## src/rtl/kem_pkg.sv

```systemverilog
// Shared types and constants of the key event to MIDI message translator.
package kem_pkg;

   // Field widths of the request and response items
   localparam int OP_W     = 3;
   localparam int KEY_W    = 5;
   localparam int NOTE_W   = 7;
   localparam int VEL_W    = 7;
   localparam int BEND_W   = 14;
   localparam int OCT_W    = 5;
   localparam int CHAN_W   = 4;
   localparam int KIND_W   = 3;

   localparam int REQ_DATA_W = 8;
   localparam int RSP_DATA_W = 40;
   localparam int CSR_IDX_W  = 3;
   localparam int CSR_DATA_W = 14;

   // Fixed musical constants
   localparam logic signed [9:0]  NOTES_PER_OCTAVE = 10'sd12;
   localparam logic signed [9:0]  NOTE_MAX         = 10'sd127;
   localparam logic signed [15:0] BEND_MIN         = -16'sd8192;
   localparam logic signed [15:0] BEND_MAX         = 16'sd8191;

   // Reset values of the configuration registers
   localparam logic signed [OCT_W-1:0] MIN_OCTAVE_RST   = -5'sd1;
   localparam logic signed [OCT_W-1:0] MAX_OCTAVE_RST   = 5'sd9;
   localparam logic signed [OCT_W-1:0] START_OCTAVE_RST = 5'sd4;
   localparam logic [VEL_W-1:0]        VELOCITY_RST     = 7'd127;
   localparam logic [CHAN_W-1:0]       CHANNEL_RST      = 4'd0;
   localparam logic [BEND_W-1:0]       BEND_STEP_RST    = 14'd82;

   typedef enum logic [OP_W-1:0] {
      OP_KEY       = 3'd0,
      OP_SUSTAIN   = 3'd1,
      OP_MOD       = 3'd2,
      OP_BEND_UP   = 3'd3,
      OP_BEND_DOWN = 3'd4,
      OP_OCT_DOWN  = 3'd5,
      OP_OCT_UP    = 3'd6,
      OP_TICK      = 3'd7
   } op_type;

   typedef enum logic [KIND_W-1:0] {
      MSG_NOTE_ON  = 3'd0,
      MSG_NOTE_OFF = 3'd1,
      MSG_SUSTAIN  = 3'd2,
      MSG_MOD      = 3'd3,
      MSG_BEND     = 3'd4,
      MSG_OCTAVE   = 3'd5
   } msg_kind_type;

   typedef enum logic [CSR_IDX_W-1:0] {
      CSR_MIN_OCTAVE   = 3'd0,
      CSR_MAX_OCTAVE   = 3'd1,
      CSR_START_OCTAVE = 3'd2,
      CSR_VELOCITY     = 3'd3,
      CSR_CHANNEL      = 3'd4,
      CSR_BEND_STEP    = 3'd5
   } csr_index_type;

   // Bend direction: two's complement of -1, 0, +1
   typedef enum logic [1:0] {
      DIR_NONE = 2'b00,
      DIR_UP   = 2'b01,
      DIR_DOWN = 2'b11
   } bend_dir_type;

   typedef struct packed {
      logic signed [OCT_W-1:0] min_octave;
      logic signed [OCT_W-1:0] max_octave;
      logic signed [OCT_W-1:0] start_octave;
      logic [VEL_W-1:0]        velocity;
      logic [CHAN_W-1:0]       channel;
      logic [BEND_W-1:0]       bend_step;
      logic                    load_octave;
   } cfg_type;

   typedef struct packed {
      logic [OP_W-1:0]  op;
      logic [KEY_W-1:0] key_num;
      logic             pressed;
   } req_item_type;

   typedef struct packed {
      logic [KIND_W-1:0]        msg_kind;
      logic [NOTE_W-1:0]        note;
      logic [VEL_W-1:0]         velocity;
      logic                     switch_on;
      logic signed [BEND_W-1:0] bend_value;
      logic signed [OCT_W-1:0]  octave_now;
      logic [CHAN_W-1:0]        channel;
   } rsp_item_type;

endpackage

```

## src/rtl/kem_csr.sv

```systemverilog
// Configuration registers of the key event translator.
module kem_csr
   import kem_pkg::*;
(
   input  logic                  clock,
   input  logic                  reset,
   input  logic                  csr_valid,
   input  logic [CSR_IDX_W-1:0]  csr_index,
   input  logic [CSR_DATA_W-1:0] csr_data,
   output cfg_type               cfg
);

   cfg_type cfg_ff;
   cfg_type cfg_in;

   always_comb begin
      cfg_in             = cfg_ff;
      cfg_in.load_octave = 1'b0;
      if (csr_valid) begin
         unique case (csr_index)
            CSR_MIN_OCTAVE:   cfg_in.min_octave = csr_data[OCT_W-1:0];
            CSR_MAX_OCTAVE:   cfg_in.max_octave = csr_data[OCT_W-1:0];
            CSR_START_OCTAVE: begin
               cfg_in.start_octave = csr_data[OCT_W-1:0];
               cfg_in.load_octave  = 1'b1;
            end
            CSR_VELOCITY:     cfg_in.velocity  = csr_data[VEL_W-1:0];
            CSR_CHANNEL:      cfg_in.channel   = csr_data[CHAN_W-1:0];
            CSR_BEND_STEP:    cfg_in.bend_step = csr_data[BEND_W-1:0];
            default:          ; // drop writes beyond the register list
         endcase
      end
   end

   always_ff @(posedge clock) begin
      if (reset) begin
         cfg_ff.min_octave   <= MIN_OCTAVE_RST;
         cfg_ff.max_octave   <= MAX_OCTAVE_RST;
         cfg_ff.start_octave <= START_OCTAVE_RST;
         cfg_ff.velocity     <= VELOCITY_RST;
         cfg_ff.channel      <= CHANNEL_RST;
         cfg_ff.bend_step    <= BEND_STEP_RST;
         cfg_ff.load_octave  <= 1'b0;
      end else begin
         cfg_ff <= cfg_in;
      end
   end

   assign cfg = cfg_ff;

endmodule

```

## src/rtl/kem_note_mem.sv

```systemverilog
// Held-note memory: one registered read port, one write port, same-entry forwarding.
module kem_note_mem
   import kem_pkg::*;
#(
   parameter int NUM_KEYS = 25,
   parameter int ADDR_W   = 5
)
(
   input  logic              clock,
   input  logic              rd_en,
   input  logic [ADDR_W-1:0] rd_addr,
   input  logic              wr_en,
   input  logic [ADDR_W-1:0] wr_addr,
   input  logic [NOTE_W-1:0] wr_data,
   output logic [NOTE_W-1:0] rd_data
);

   logic [NOTE_W-1:0] mem [NUM_KEYS];
   logic [NOTE_W-1:0] rd_q_ff;
   logic              fwd_ff;
   logic              fwd_in;
   logic [NOTE_W-1:0] fwd_data_ff;

   // A read that meets a write to the same entry takes the new note.
   assign fwd_in = wr_en && (wr_addr == rd_addr);

   always_ff @(posedge clock) begin
      if (wr_en) begin
         mem[wr_addr] <= wr_data;
      end
   end

   always_ff @(posedge clock) begin
      if (rd_en) begin
         rd_q_ff     <= mem[rd_addr];
         fwd_ff      <= fwd_in;
         fwd_data_ff <= wr_data;
      end
   end

   assign rd_data = fwd_ff ? fwd_data_ff : rd_q_ff;

endmodule

```

## src/rtl/kem_engine.sv

```systemverilog
// Message engine: octave, bend and held-key state, and message formation.
module kem_engine
   import kem_pkg::*;
#(
   parameter int NUM_KEYS = 25,
   parameter int ADDR_W   = 5
)
(
   input  logic              clock,
   input  logic              reset,
   input  cfg_type           cfg,
   input  req_item_type      item,
   input  logic              key_in_range,
   input  logic [ADDR_W-1:0] key_addr,
   input  logic [NOTE_W-1:0] held_note,
   input  logic              commit,
   output logic              has_result,
   output rsp_item_type      result,
   output logic              note_wr_en,
   output logic [NOTE_W-1:0] note_wr_data
);

   logic signed [OCT_W-1:0]  octave_ff, octave_in;
   logic signed [BEND_W-1:0] bend_ff, bend_in;
   bend_dir_type             dir_ff, dir_in;
   logic [NUM_KEYS-1:0]      held_valid_ff, held_valid_in;

   logic signed [9:0]        oct_ext;
   logic signed [9:0]        note_sum;
   logic [NOTE_W-1:0]        note_sat;
   logic signed [OCT_W:0]    oct_step;
   logic signed [OCT_W:0]    oct_clamp;
   logic signed [15:0]       bend_sum;
   logic signed [15:0]       bend_sat;

   assign oct_ext  = {{(10-OCT_W){octave_ff[OCT_W-1]}}, octave_ff};
   assign note_sum = (oct_ext + 10'sd1) * NOTES_PER_OCTAVE
                     + $signed({{(10-KEY_W){1'b0}}, item.key_num});

   always_comb begin
      if (note_sum < 10'sd0) begin
         note_sat = '0;
      end else if (note_sum > NOTE_MAX) begin
         note_sat = NOTE_MAX[NOTE_W-1:0];
      end else begin
         note_sat = note_sum[NOTE_W-1:0];
      end
   end

   // Clamp to the upper limit first, then to the lower one.
   always_comb begin
      oct_step  = {octave_ff[OCT_W-1], octave_ff}
                  + ((item.op == OP_OCT_UP) ? 6'sd1 : -6'sd1);
      oct_clamp = oct_step;
      if (oct_clamp > $signed({cfg.max_octave[OCT_W-1], cfg.max_octave})) begin
         oct_clamp = {cfg.max_octave[OCT_W-1], cfg.max_octave};
      end
      if (oct_clamp < $signed({cfg.min_octave[OCT_W-1], cfg.min_octave})) begin
         oct_clamp = {cfg.min_octave[OCT_W-1], cfg.min_octave};
      end
   end

   always_comb begin
      if (dir_ff == DIR_DOWN) begin
         bend_sum = {{2{bend_ff[BEND_W-1]}}, bend_ff} - $signed({2'b00, cfg.bend_step});
      end else begin
         bend_sum = {{2{bend_ff[BEND_W-1]}}, bend_ff} + $signed({2'b00, cfg.bend_step});
      end
      if (bend_sum < BEND_MIN) begin
         bend_sat = BEND_MIN;
      end else if (bend_sum > BEND_MAX) begin
         bend_sat = BEND_MAX;
      end else begin
         bend_sat = bend_sum;
      end
   end

   always_comb begin
      octave_in      = octave_ff;
      bend_in        = bend_ff;
      dir_in         = dir_ff;
      held_valid_in  = held_valid_ff;
      has_result     = 1'b0;
      note_wr_en     = 1'b0;
      note_wr_data   = note_sat;
      result         = '0;
      result.channel = cfg.channel;
      unique case (item.op)
         OP_KEY: begin
            if (key_in_range) begin
               if (item.pressed) begin
                  has_result              = 1'b1;
                  result.msg_kind         = MSG_NOTE_ON;
                  result.note             = note_sat;
                  result.velocity         = cfg.velocity;
                  note_wr_en              = 1'b1;
                  held_valid_in[key_addr] = 1'b1;
               end else if (held_valid_ff[key_addr]) begin
                  has_result              = 1'b1;
                  result.msg_kind         = MSG_NOTE_OFF;
                  result.note             = held_note;
                  held_valid_in[key_addr] = 1'b0;
               end
            end
         end
         OP_SUSTAIN, OP_MOD: begin
            has_result       = 1'b1;
            result.msg_kind  = (item.op == OP_SUSTAIN) ? MSG_SUSTAIN : MSG_MOD;
            result.switch_on = item.pressed;
         end
         OP_BEND_UP, OP_BEND_DOWN: begin
            if (item.pressed) begin
               dir_in = (item.op == OP_BEND_UP) ? DIR_UP : DIR_DOWN;
            end else begin
               dir_in  = DIR_NONE;
               bend_in = '0;
            end
            has_result        = 1'b1;
            result.msg_kind   = MSG_BEND;
            result.bend_value = bend_in;
         end
         OP_OCT_DOWN, OP_OCT_UP: begin
            if (item.pressed && (oct_clamp[OCT_W-1:0] != octave_ff)) begin
               octave_in         = oct_clamp[OCT_W-1:0];
               has_result        = 1'b1;
               result.msg_kind   = MSG_OCTAVE;
               result.octave_now = octave_in;
            end
         end
         OP_TICK: begin
            if ((dir_ff != DIR_NONE) && (bend_sat[BEND_W-1:0] != bend_ff)) begin
               bend_in           = bend_sat[BEND_W-1:0];
               has_result        = 1'b1;
               result.msg_kind   = MSG_BEND;
               result.bend_value = bend_in;
            end
         end
         default: ;
      endcase
   end

   always_ff @(posedge clock) begin
      if (reset) begin
         octave_ff     <= START_OCTAVE_RST;
         bend_ff       <= '0;
         dir_ff        <= DIR_NONE;
         held_valid_ff <= '0;
      end else if (cfg.load_octave) begin
         octave_ff <= cfg.start_octave;
      end else if (commit) begin
         octave_ff     <= octave_in;
         bend_ff       <= bend_in;
         dir_ff        <= dir_in;
         held_valid_ff <= held_valid_in;
      end
   end

endmodule

```

## src/rtl/key_events_to_midi_messages_top.sv

```systemverilog
// Top level of the key event to MIDI message translator.
//
// Usage:
//  - req channel: one request per key switch event or timer tick. req_tuser carries
//    the op code, req_tdata the key number and the pressed flag.
//  - rsp channel: zero or one MIDI message descriptor per request, in request
//    order. rsp_tuser carries the message kind, rsp_tdata the message fields.
//  - csr channel: register writes (index 0..5), always ready; write only while idle.
//    Writing the start octave also loads the current octave.
// Path: an accepted request is registered in the execute stage, then its message in
//  the output register that drives rsp, where it can be taken.
// Throughput: one request per cycle unless the output stalls; set by the held-note
//  memory read-modify-write (read at accept, write at execute, same-key hits forwarded).
// Reset: synchronous; clears the pipeline, all held keys, the bend state and
//  restores every register default, octave back to 4.
// Stall: the output register holds a message until rsp_tready; the stage behind it
//  keeps accepting while it is empty, then holds req_tready low.
module key_events_to_midi_messages_top
   import kem_pkg::*;
#(
   parameter int NUM_KEYS = 25
)
(
   input  logic                  clock,
   input  logic                  reset,
   // req_tdata: key_num[4:0], pressed[5], zero fill [7:6]
   input  logic                  req_tvalid,
   output logic                  req_tready,
   input  logic [REQ_DATA_W-1:0] req_tdata,
   // req_tuser: op[2:0]
   input  logic [OP_W-1:0]       req_tuser,
   // rsp_tdata: note[6:0], velocity[13:7], switch_on[14], bend_value[28:15],
   //            octave_now[33:29], channel[37:34], zero fill [39:38]
   output logic                  rsp_tvalid,
   input  logic                  rsp_tready,
   output logic [RSP_DATA_W-1:0] rsp_tdata,
   // rsp_tuser: msg_kind[2:0]
   output logic [KIND_W-1:0]     rsp_tuser,
   input  logic                  csr_valid,
   output logic                  csr_ready,
   input  logic [CSR_IDX_W-1:0]  csr_index,
   input  logic [CSR_DATA_W-1:0] csr_data
);

   localparam int ADDR_W = (NUM_KEYS > 1) ? $clog2(NUM_KEYS) : 1;

   cfg_type           cfg;
   req_item_type      req_item;
   logic              req_fire;
   logic              req_in_range;
   logic [ADDR_W-1:0] req_addr;

   // Execute stage: request whose held note is being read
   logic              s1_valid_ff, s1_valid_in;
   req_item_type      s1_item_ff;
   logic              s1_in_range_ff;
   logic [ADDR_W-1:0] s1_addr_ff;
   logic              s1_go;

   // Output register
   logic              out_valid_ff, out_valid_in;
   rsp_item_type      out_item_ff;
   logic              out_free;

   logic              has_result;
   rsp_item_type      result;
   logic              note_wr_en;
   logic [NOTE_W-1:0] note_wr_data;
   logic [NOTE_W-1:0] held_note;

   assign csr_ready = 1'b1;

   assign req_item.op      = req_tuser;
   assign req_item.key_num = req_tdata[KEY_W-1:0];
   assign req_item.pressed = req_tdata[KEY_W];

   assign req_in_range = (int'(req_item.key_num) < NUM_KEYS);
   assign req_addr     = ADDR_W'(req_item.key_num);

   // Advance the execute stage when its message has a place to go, or it has none.
   assign out_free   = !out_valid_ff || rsp_tready;
   assign s1_go      = s1_valid_ff && (out_free || !has_result);
   assign req_tready = !s1_valid_ff || s1_go;
   assign req_fire   = req_tvalid && req_tready;

   assign s1_valid_in  = req_fire ? 1'b1 : (s1_go ? 1'b0 : s1_valid_ff);

   always_comb begin
      out_valid_in = out_valid_ff;
      if (s1_go && has_result) begin
         out_valid_in = 1'b1;
      end else if (rsp_tready) begin
         out_valid_in = 1'b0;
      end
   end

   always_ff @(posedge clock) begin
      if (reset) begin
         s1_valid_ff  <= 1'b0;
         out_valid_ff <= 1'b0;
      end else begin
         s1_valid_ff  <= s1_valid_in;
         out_valid_ff <= out_valid_in;
      end
   end

   // Payload registers: hold while stalled.
   always_ff @(posedge clock) begin
      if (req_fire) begin
         s1_item_ff     <= req_item;
         s1_in_range_ff <= req_in_range;
         s1_addr_ff     <= req_addr;
      end
      if (s1_go && has_result) begin
         out_item_ff <= result;
      end
   end

   kem_csr u_csr (
      .clock     (clock),
      .reset     (reset),
      .csr_valid (csr_valid),
      .csr_index (csr_index),
      .csr_data  (csr_data),
      .cfg       (cfg)
   );

   kem_note_mem #(
      .NUM_KEYS (NUM_KEYS),
      .ADDR_W   (ADDR_W)
   ) u_note_mem (
      .clock   (clock),
      .rd_en   (req_fire),
      .rd_addr (req_addr),
      .wr_en   (s1_go && note_wr_en),
      .wr_addr (s1_addr_ff),
      .wr_data (note_wr_data),
      .rd_data (held_note)
   );

   kem_engine #(
      .NUM_KEYS (NUM_KEYS),
      .ADDR_W   (ADDR_W)
   ) u_engine (
      .clock        (clock),
      .reset        (reset),
      .cfg          (cfg),
      .item         (s1_item_ff),
      .key_in_range (s1_in_range_ff),
      .key_addr     (s1_addr_ff),
      .held_note    (held_note),
      .commit       (s1_go),
      .has_result   (has_result),
      .result       (result),
      .note_wr_en   (note_wr_en),
      .note_wr_data (note_wr_data)
   );

   assign rsp_tvalid = out_valid_ff;
   assign rsp_tuser  = out_item_ff.msg_kind;
   assign rsp_tdata  = {2'b00,
                        out_item_ff.channel,
                        out_item_ff.octave_now,
                        out_item_ff.bend_value,
                        out_item_ff.switch_on,
                        out_item_ff.velocity,
                        out_item_ff.note};

endmodule

```

## config.mk

```make
export PLATFORM = sky130hd
export DESIGN_NAME = key_events_to_midi_messages_top
export DESIGN_NICKNAME = d
export VERILOG_FILES = /design/src/rtl/kem_pkg.sv /design/src/rtl/kem_csr.sv /design/src/rtl/kem_note_mem.sv /design/src/rtl/kem_engine.sv /design/src/rtl/key_events_to_midi_messages_top.sv
export SDC_FILE = /design/constraint.sdc
export NUM_CORES = 1
export LEC_CHECK = 0
export ABC_CLOCK_PERIOD_IN_PS = 20600
export BUFFER_PORTS_ARGS = -buffer_cell sky130_fd_sc_hd__buf_4
export CELL_PAD_IN_SITES_DETAIL_PLACEMENT = 1
export CELL_PAD_IN_SITES_GLOBAL_PLACEMENT = 2
export CORE_MARGIN = 2
export CORE_UTILIZATION = 46
export DETAILED_ROUTE_END_ITERATION = 8
export GPL_ROUTABILITY_DRIVEN = 0
export GPL_TIMING_DRIVEN = 0
export PLACE_DENSITY = 0.95
export SETUP_SLACK_MARGIN = 0.05
export SLEW_MARGIN = 25
export SYNTH_ARGS = -nofsm -noshare
export SYNTH_HDL_FRONTEND = slang
export SYNTH_SLANG_ARGS = --single-unit
```

## constraint.sdc

```tcl
create_clock -name clock -period 20.6 [get_ports clock]
set_input_delay 2.06 -clock clock [delete_from_list [all_inputs] [get_ports clock]]
set_output_delay 2.06 -clock clock [all_outputs]
set_load 0.02 [all_outputs]
```

==> results.tsv, run 1 <==
stage	metric	value	unit
run_status	status	finished, final reports clean	
final_layout	register area	9020	sq um
min_path	hold path depth	0	
power_and_ir_drop	pwr dens	87.1	nW/um^2
critical_path	launch point of the worst reg-to-reg path	s1_item_ff[8]$_DFFE_PP_	
timing	count of pins over their slew limit	0	
yosys	yosys warns	0	
final_layout	Area Overhead vs Synth	14.5	%
floorplan	Die Y	192	um
clock_network	clk buf depth	3	
timing	Clock Skew	0.0321	ns
critical_path	Worst path most repeated cell	a21oi_1	
critical_path	setup slack, reg-to-reg	11.82	ns
timing	max_slew headroom	33.2	%
yosys	EDFF count, synth	241	
min_path	Hold WC Path Type	flop to flop	
yosys	Mapped Area	16300	sq um
yosys	largest family of logic cells by synthesized area	multiplexers	
critical_path	critical path peak fanout	10	
critical_path	Slowest cell on crit path	nor3b_1	
final_layout	nets@finish	1558	
final_layout	commonest non-fill, non-tap cell in the layout	edfxtp_1	
floorplan	Die Area	36900	sq um
yosys	XOR/XNOR Fraction of Synth Area	2.73	%
routing	initial detailed-routing violation count	951	
routing	DR vias/cell	5.99	
final_layout	diode count	0	
routing	number of remaining DRC errors	0	
critical_path	reg2reg path depth	30	
yosys	Mapped Cells	1358	
yosys	Compound-Gate Fraction of Synth Area	10.2	%
clock_network	clock sink count	330	
yosys	sequential fraction of the synthesis area	55.4	%
power_and_ir_drop	Tot Pwr	1.62	mW
floorplan	I/O pin count	79	
grt	remaining global-route overflow	0	
critical_path	Setup Crit Path Kind	flop to output port	
timing	Worst-Margin Slew	1.00	ns
clock_network	cts repair resizes	0	
timing	Final Hold Vio Count	0	
placement	# port buffers	72	
grt	first-pass GRT wire length	72.8	mm
final_layout	area of the multi-input gates	6780	sq um
min_path	Hold Path Origin	u_csr.cfg[16]$_SDFFE_PP0P_	
clock_network	CTS Root Cell	clkbuf_16	
final_layout	commonest non-fill, non-tap cells in the layout	edfxtp_1 (241), nand2_1 (155), nor2_1 (102), dfxtp_1 (89), buf_4 (79)	
grt	pin count of the biggest net entering global routing	28	
floorplan	die width	192	um
critical_path	Worst Setup End Kind	output port	
final_layout	Fill cells	3628	
clock_network	setup bufs post-CTS	0	
clock_network	worst skew pair latency	0.55	ns
final_layout	final core occ	53.7	%
yosys	Seq cells post-synth	330	
critical_path	Arr. time, crit path	8.16	ns
timing	sum of negative setup slack	0	ns
placement	DP HPWL	33.3	mm
clock_network	CTS buffer count	34	
routing	drt total wl	46.1	mm
routing	Wirelength per Cell	23.6	um
yosys	ranking of synthesized cells by area	edfxtp_1 (44%), dfxtp_1 (11%), mux4_2 (7.6%)	
routing	DR vias	11700	
yosys	post-synthesis cell type count	77	
timing	Final setup viols	0	
clock_network	Post-CTS Hold Buffers	0	
routing	Post-DRT Antenna Nets	0	
floorplan	initial core utilization	46.9	%
yosys	share of the synthesized area in the top cell type	44.5	%
grt	vias in the first global route	12700	
yosys	proportion of synthesized area in mux cells	12.4	%
yosys	Synth area leader	edfxtp_1	
critical_path	CP required	18.54	ns
power_and_ir_drop	Max VDD drop	0.0000557	V
timing	RSZ-0062 raised after global routing	no	
grt	GRT Total Usage	25.8	%
yosys	Post-Synth Adder-Cell Area	3.95	%
critical_path	Worst setup SP type	flop	
critical_path	worst setup path start	s1_item_ff[8]$_DFFE_PP_	
critical_path	CP max stage delay	0.51	ns
power_and_ir_drop	Leak Pwr	6.55	nW
yosys	Post-synth ARST share	0	%
routing	Initial DRT Pass Iterations	5	
timing	Final period util	49.6	%
yosys	Post-synth top flop	edfxtp_1	
yosys	Avg Inst Size Synth	12.0	sq um
clock_network	H-tree lvl count	2	
final_layout	share of cells above drive strength 1	16.4	%
clock_network	Reg clk slew, reported paths	0.07	ns
flow_run	maxcap violations	0	
timing	Fin Hold WS	0.435	ns
floorplan	Core ar.	34700	sq um
critical_path	Worst R2R End	u_note_mem.mem[7][1]$_DFFE_PP_	
timing	Fmax	0.0978	GHz
min_path	Hold EP	rsp_tdata[35]$_DFFE_PP_	
grt	antenna violations before repair	1	
timing	min Tclk post-route	10.22	ns
floorplan	row count	68	
clock_network	CTS tree	yes	
yosys	area share of and/or/nand/nor cells after synthesis	12.0	%
## report_power, final
group / leakage, nW / internal [mW] / switching [mW]
sequential: 2.93 / 0.768 / 0.00736
combinational: 3.08 / 0.0733 / 0.158
clock: 0.539 / 0.337 / 0.280
total: 6.55 / 1.18 / 0.445
## worst max path at each step
| stage | endpoint | slack [ns] |
|---|---|---|
| after global routing | req_tready | 9.65 |
| final | req_tready | 10.38 |
| after detailed placement | req_tready | 11.03 |
| after global placement | rsp_tdata[28]$_DFFE_PP_ | 8.99 |
| after floorplan | rsp_tdata[0]$_SDFFCE_PN0P_ | 11.80 |
| after CTS | req_tready | 10.34 |
## cell usage after synthesis, types with 22 or more instances
cell	count
edfxtp_1	241
nand2_1	155
nor2_1	102
dfxtp_1	89
o21ai_0	68
mux2i_1	67
a21oi_1	62
mux4_2	55
inv_1	53
clkbuf_1	48
ha_1	45
nand3_1	32
xor2_1	26
nor3_1	25
xnor2_1	22
## area by class of cell
cell class / count / share of cell area (%)
timing repair buffer: 81 / 3.41
clock inverter: 24 / 1.31
tap: 455 / 3.06
multi-input combinational: 903 / 36.4
buffer: 71 / 1.71
clock buffer: 37 / 4.63
inverter: 55 / 1.11
sequential: 330 / 48.4
## stage by stage
step / area, sq um / cells / setup slack [ns]
after CTS: 18600 / 1956 / 10.34
after global routing: 18600 / 1956 / 9.65
after floorplan: 16300 / 1359 / 11.80
after global placement: 17400 / 1886 / 8.99
after detailed placement: 17500 / 1895 / 11.03
final: 18600 / 1956 / 10.38
## cell families after synthesis
kind of cell	count (synthesis)
other	2
AO/OA/AOI/OAI	255
adder cells (fa/ha/maj)	49
multiplexers	132
AND/OR/NAND/NOR	415
flip-flops	330
buffers and inverters	126
XOR/XNOR	49
## metal layers
metal	vias to the layer above	global-route usage [%]	wire length, um
li1	5332	-	-
met1	5921	34.2	19700
met2	365	43.9	22700
met3	95	3.44	2310
met4	0	8.69	1350
met5	-	0	0
## flip-flops by register name (all words and copies together) (netlist names), named ones only
register                count
u_note_mem.mem            175
u_csr.cfg                  41
rsp_tdata                  38
u_engine.bend_ff           14
u_note_mem.fwd_data_ff      7
u_note_mem.rd_q_ff          7
s1_addr_ff                  5
u_engine.octave_ff          5
s1_item_ff                  4
rsp_tuser                   3
u_engine.dir_ff             2
rsp_tvalid                  1
s1_in_range_ff              1
s1_valid_ff                 1
u_note_mem.fwd_ff           1
## critical path: cells and delay by family, from the launching register on
kind,cells,cell delay [ns]
compound gates,10,2.40
simple gates,10,2.21
buf+inv,5,1.23
fa+ha+maj,3,1.03
flops,1,0.37
mux,1,0.36
No activity file was read; power rests on OpenSTA's default activity.
==> inputs of run 2 (changes only) <==
--- a/config.mk
+++ b/config.mk
@@ -5,16 +5,16 @@
 export SDC_FILE = /design/constraint.sdc
 export NUM_CORES = 1
 export LEC_CHECK = 0
-export ABC_CLOCK_PERIOD_IN_PS = 20600
+export ABC_CLOCK_PERIOD_IN_PS = 10200
 export BUFFER_PORTS_ARGS = -buffer_cell sky130_fd_sc_hd__buf_4
 export CELL_PAD_IN_SITES_DETAIL_PLACEMENT = 1
 export CELL_PAD_IN_SITES_GLOBAL_PLACEMENT = 2
 export CORE_MARGIN = 2
-export CORE_UTILIZATION = 46
+export CORE_UTILIZATION = 43
 export DETAILED_ROUTE_END_ITERATION = 8
 export GPL_ROUTABILITY_DRIVEN = 0
 export GPL_TIMING_DRIVEN = 0
-export PLACE_DENSITY = 0.95
+export PLACE_DENSITY = 0.91
 export SETUP_SLACK_MARGIN = 0.05
 export SLEW_MARGIN = 25
 export SYNTH_ARGS = -nofsm -noshare
==> constraint.sdc (replaced) <==
create_clock -name clock -period 10.2 [get_ports clock]
set_input_delay 1.02 -clock clock [delete_from_list [all_inputs] [get_ports clock]]
set_output_delay 1.02 -clock clock [all_outputs]
set_load 0.02 [all_outputs]
==> run 2 against run 1 <==
Net effect:
- clock skew fell by 0.013 ns
- via count fell by 0.16%
- sequential share of layout area fell by 0.33 points
- cell count up 3.0%
- first-iteration DRC count down 18%
- count of clock-buffer cells in the layout grew 12
- combinational power is 100% higher
- design area rose by 0.68%
- critical endpoint unchanged
- largest cell class unchanged
- largest power group unchanged
- highest routed layer unchanged
==> results.tsv, run 2 (synthesis results as in run 1) <==
stage	metric	value	unit	change
grt	vias in the first global route	12300		-2.9%
placement	Placed Instances	1948		+2.8%
routing	Wirelength per Cell	23.1	um	-1.9%
critical_path	launch point of the worst reg-to-reg path	s1_item_ff[8]$_DFFE_PP_		
clock_network	setup bufs post-CTS	0		unchanged
run_status	status	finished, final reports clean		
critical_path	Slowest cell on crit path	nor3b_1		
timing	Worst-Margin Slew	0.996	ns	-0.00684 ns
floorplan	row count	71		+4.4%
critical_path	Worst setup SP type	flop		
timing	Final WS setup	1.05	ns	-9.33 ns
critical_path	Worst Setup End Kind	output port		
placement	# port buffers	72		unchanged
grt	GRT Total Usage	24.0	%	-1.8 points
timing	RSZ-0062 raised after global routing	no		
critical_path	reg2reg path depth	30		unchanged
floorplan	Die Y	199	um	+3.4%
final_layout	Reg with most FFs	u_note_mem.mem		
grt	pin count of the biggest net entering global routing	28		unchanged
clock_network	clk buf depth	3		unchanged
clock_network	CTS tree	yes		
grt	M2 GR Usage	41.6	%	-2.3 points
floorplan	I/O pin count	79		unchanged
critical_path	CP required	9.18	ns	-9.36 ns
critical_path	worst setup path start	s1_item_ff[8]$_DFFE_PP_		
timing	Clock Skew	0.0186	ns	-0.0134 ns
timing	Fmax	0.109	GHz	
power_and_ir_drop	pwr dens	178	nW/um^2	+100%
timing	Final Hold Vio Count	0		unchanged
grt	antenna violations before repair	0		-1
timing	max_slew headroom	33.6	%	+0.46 points
clock_network	CTS Root Cell	clkbuf_16		
floorplan	Core ar.	37500	sq um	+8.0%
routing	DR vias/cell	5.81		-3.0%
clock_network	worst skew pair latency	0.54	ns	about the same
power_and_ir_drop	Leak Pwr	6.59	nW	+0.63%
final_layout	final instance area	18800	sq um	+0.68%
timing	Final period util	89.7	%	
clock_network	Post-CTS Hold Buffers	0		unchanged
critical_path	CP max stage delay	0.52	ns	about the same
routing	drt total wl	46.5	mm	+0.96%
grt	layer with the highest usage	met2		
critical_path	Arr. time, crit path	8.13	ns	-0.03 ns
routing	DR vias	11700		-0.16%
min_path	hold path depth	0		unchanged
routing	initial detailed-routing violation count	776		-18%
final_layout	commonest non-fill, non-tap cells in the layout	edfxtp_1 (241), nand2_1 (155), nor2_1 (102), dfxtp_1 (89), buf_4 (80)		
grt	remaining global-route overflow	0		unchanged
routing	Post-DRT Antenna Nets	0		unchanged
timing	min Tclk post-route	9.15	ns	
power_and_ir_drop	Max VDD drop	0.000104	V	+87%
min_path	Hold EP	rsp_tdata[34]$_DFFE_PP_		
grt	M3 GR Usage	2.64	%	-0.79 points
critical_path	Setup Crit Path Kind	flop to output port		
floorplan	die width	199	um	+3.4%
grt	first-pass GRT wire length	72.3	mm	-0.67%
timing	Final setup viols	0		unchanged
critical_path	Worst R2R End	u_note_mem.mem[2][2]$_DFFE_PP_		
placement	DP HPWL	32.7	mm	-1.7%
clock_network	H-tree lvl count	2		unchanged
final_layout	diode count	0		unchanged
routing	Initial DRT Pass Iterations	5		unchanged
clock_network	CTS buffer count	36		+5.9%
final_layout	Area Overhead vs Synth	15.3	%	
critical_path	worst path bufs/invs	5		unchanged
grt	grt met1 use	32.0	%	-2.2 points
final_layout	nets@finish	1558		unchanged
floorplan	Die Area	39400	sq um	+6.8%
critical_path	critical path peak fanout	10		unchanged
floorplan	initial core utilization	43.4	%	-3.5 points
final_layout	Final Non-Filler Cells	2014		+3.0%
min_path	Hold Path Origin	u_csr.cfg[15]$_SDFFE_PP0P_		
final_layout	share of cells above drive strength 1	16.0	%	-0.35 points
clock_network	cts repair resizes	0		unchanged
critical_path	Worst path most repeated cell	a21oi_1		
timing	count of pins over their slew limit	0		unchanged
final_layout	max reg flops	175		unchanged
critical_path	setup slack, reg-to-reg	1.27	ns	-10.55 ns
min_path	Hold WC Path Type	flop to flop		
flow_run	maxcap violations	0		unchanged
placement	instance area at placement	17600	sq um	+0.27%
critical_path	CP top delay family	compound AO/OA/AOI/OAI gates		
placement	dpl ws	1.40	ns	-9.63 ns
routing	number of remaining DRC errors	0		unchanged
final_layout	final core occ	50.0	%	-3.6 points
final_layout	commonest non-fill, non-tap cell in the layout	edfxtp_1		
clock_network	Reg clk slew, reported paths	0.06	ns	about the same
clock_network	clock sink count	330		unchanged
run 2: changes by cell type in the layout (fill, tap and decap cells not counted), moves of 2 or more:
cell,delta
clkbuf_16,+2
a21boi_4,+2
clkbuf_1,+4
clkinv_2,-4
a21boi_2,-2
clkinv_1,+2
clkbuf_8,+6
buf_6,-4
clkinv_4,-4
run 2: report_power, final:
| group | internal (mW) | switching, mW | leakage [nW] |
|---|---|---|---|
| clock network | 0.753 | 0.556 | 0.574 |
| logic | 0.145 | 0.322 | 3.08 |
| registers | 1.55 | 0.0148 | 2.93 |
run 2: final cells by class:
class	instances	area (sq um)
clock inverter	16	163
multi-input combinational	903	6790
tap	511	639
clock buffer	49	1010
sequential	330	9020
timing repair buffer	79	613
inverter	55	206
buffer	71	319
fill	3947	18700
run 2: per-layer routing:
metal  part of all wire, %  up-vias
li1                      -     5329
met1                    43     5928
met2                    50      363
met3                   4.8       74
met4                   2.3        0
met5                     0        -
run 2: worst register-to-register path: cells and delay by family, from the launching register on:
family	cells	cell delay, ns
flip-flops	1	0.34
buffers and inverters	4	1.13
multiplexers	2	0.54
adder cells (fa/ha/maj)	3	1.03
AND/OR/NAND/NOR	12	3.36
AO/OA/AOI/OAI	9	2.17
run 2: worst max path at each step:
stage	to	slack [ns]	cells past startpoint
CTS	req_tready	1.02	29
global route	req_tready	0.29	29
finish	req_tready	1.05	29
detailed placement	u_note_mem.mem[2][2]$_DFFE_PP_	1.40	30
floorplan	rsp_tdata[0]$_SDFFCE_PN0P_	1.40	27
global placement	rsp_tdata[6]$_SDFFCE_PN0P_	-1.41	27
run 2: metrics by stage:
stage          TNS [ns]  hold slack, ns  power, mW
6_report              0           0.432       3.34
5_1_grt               0           0.446       3.45
4_1_cts               0           0.436       3.36
3_5_place_dp          0           0.417       2.05
3_3_place_gp     -57.57           0.418       2.02
2_1_floorplan         0           0.408       1.87
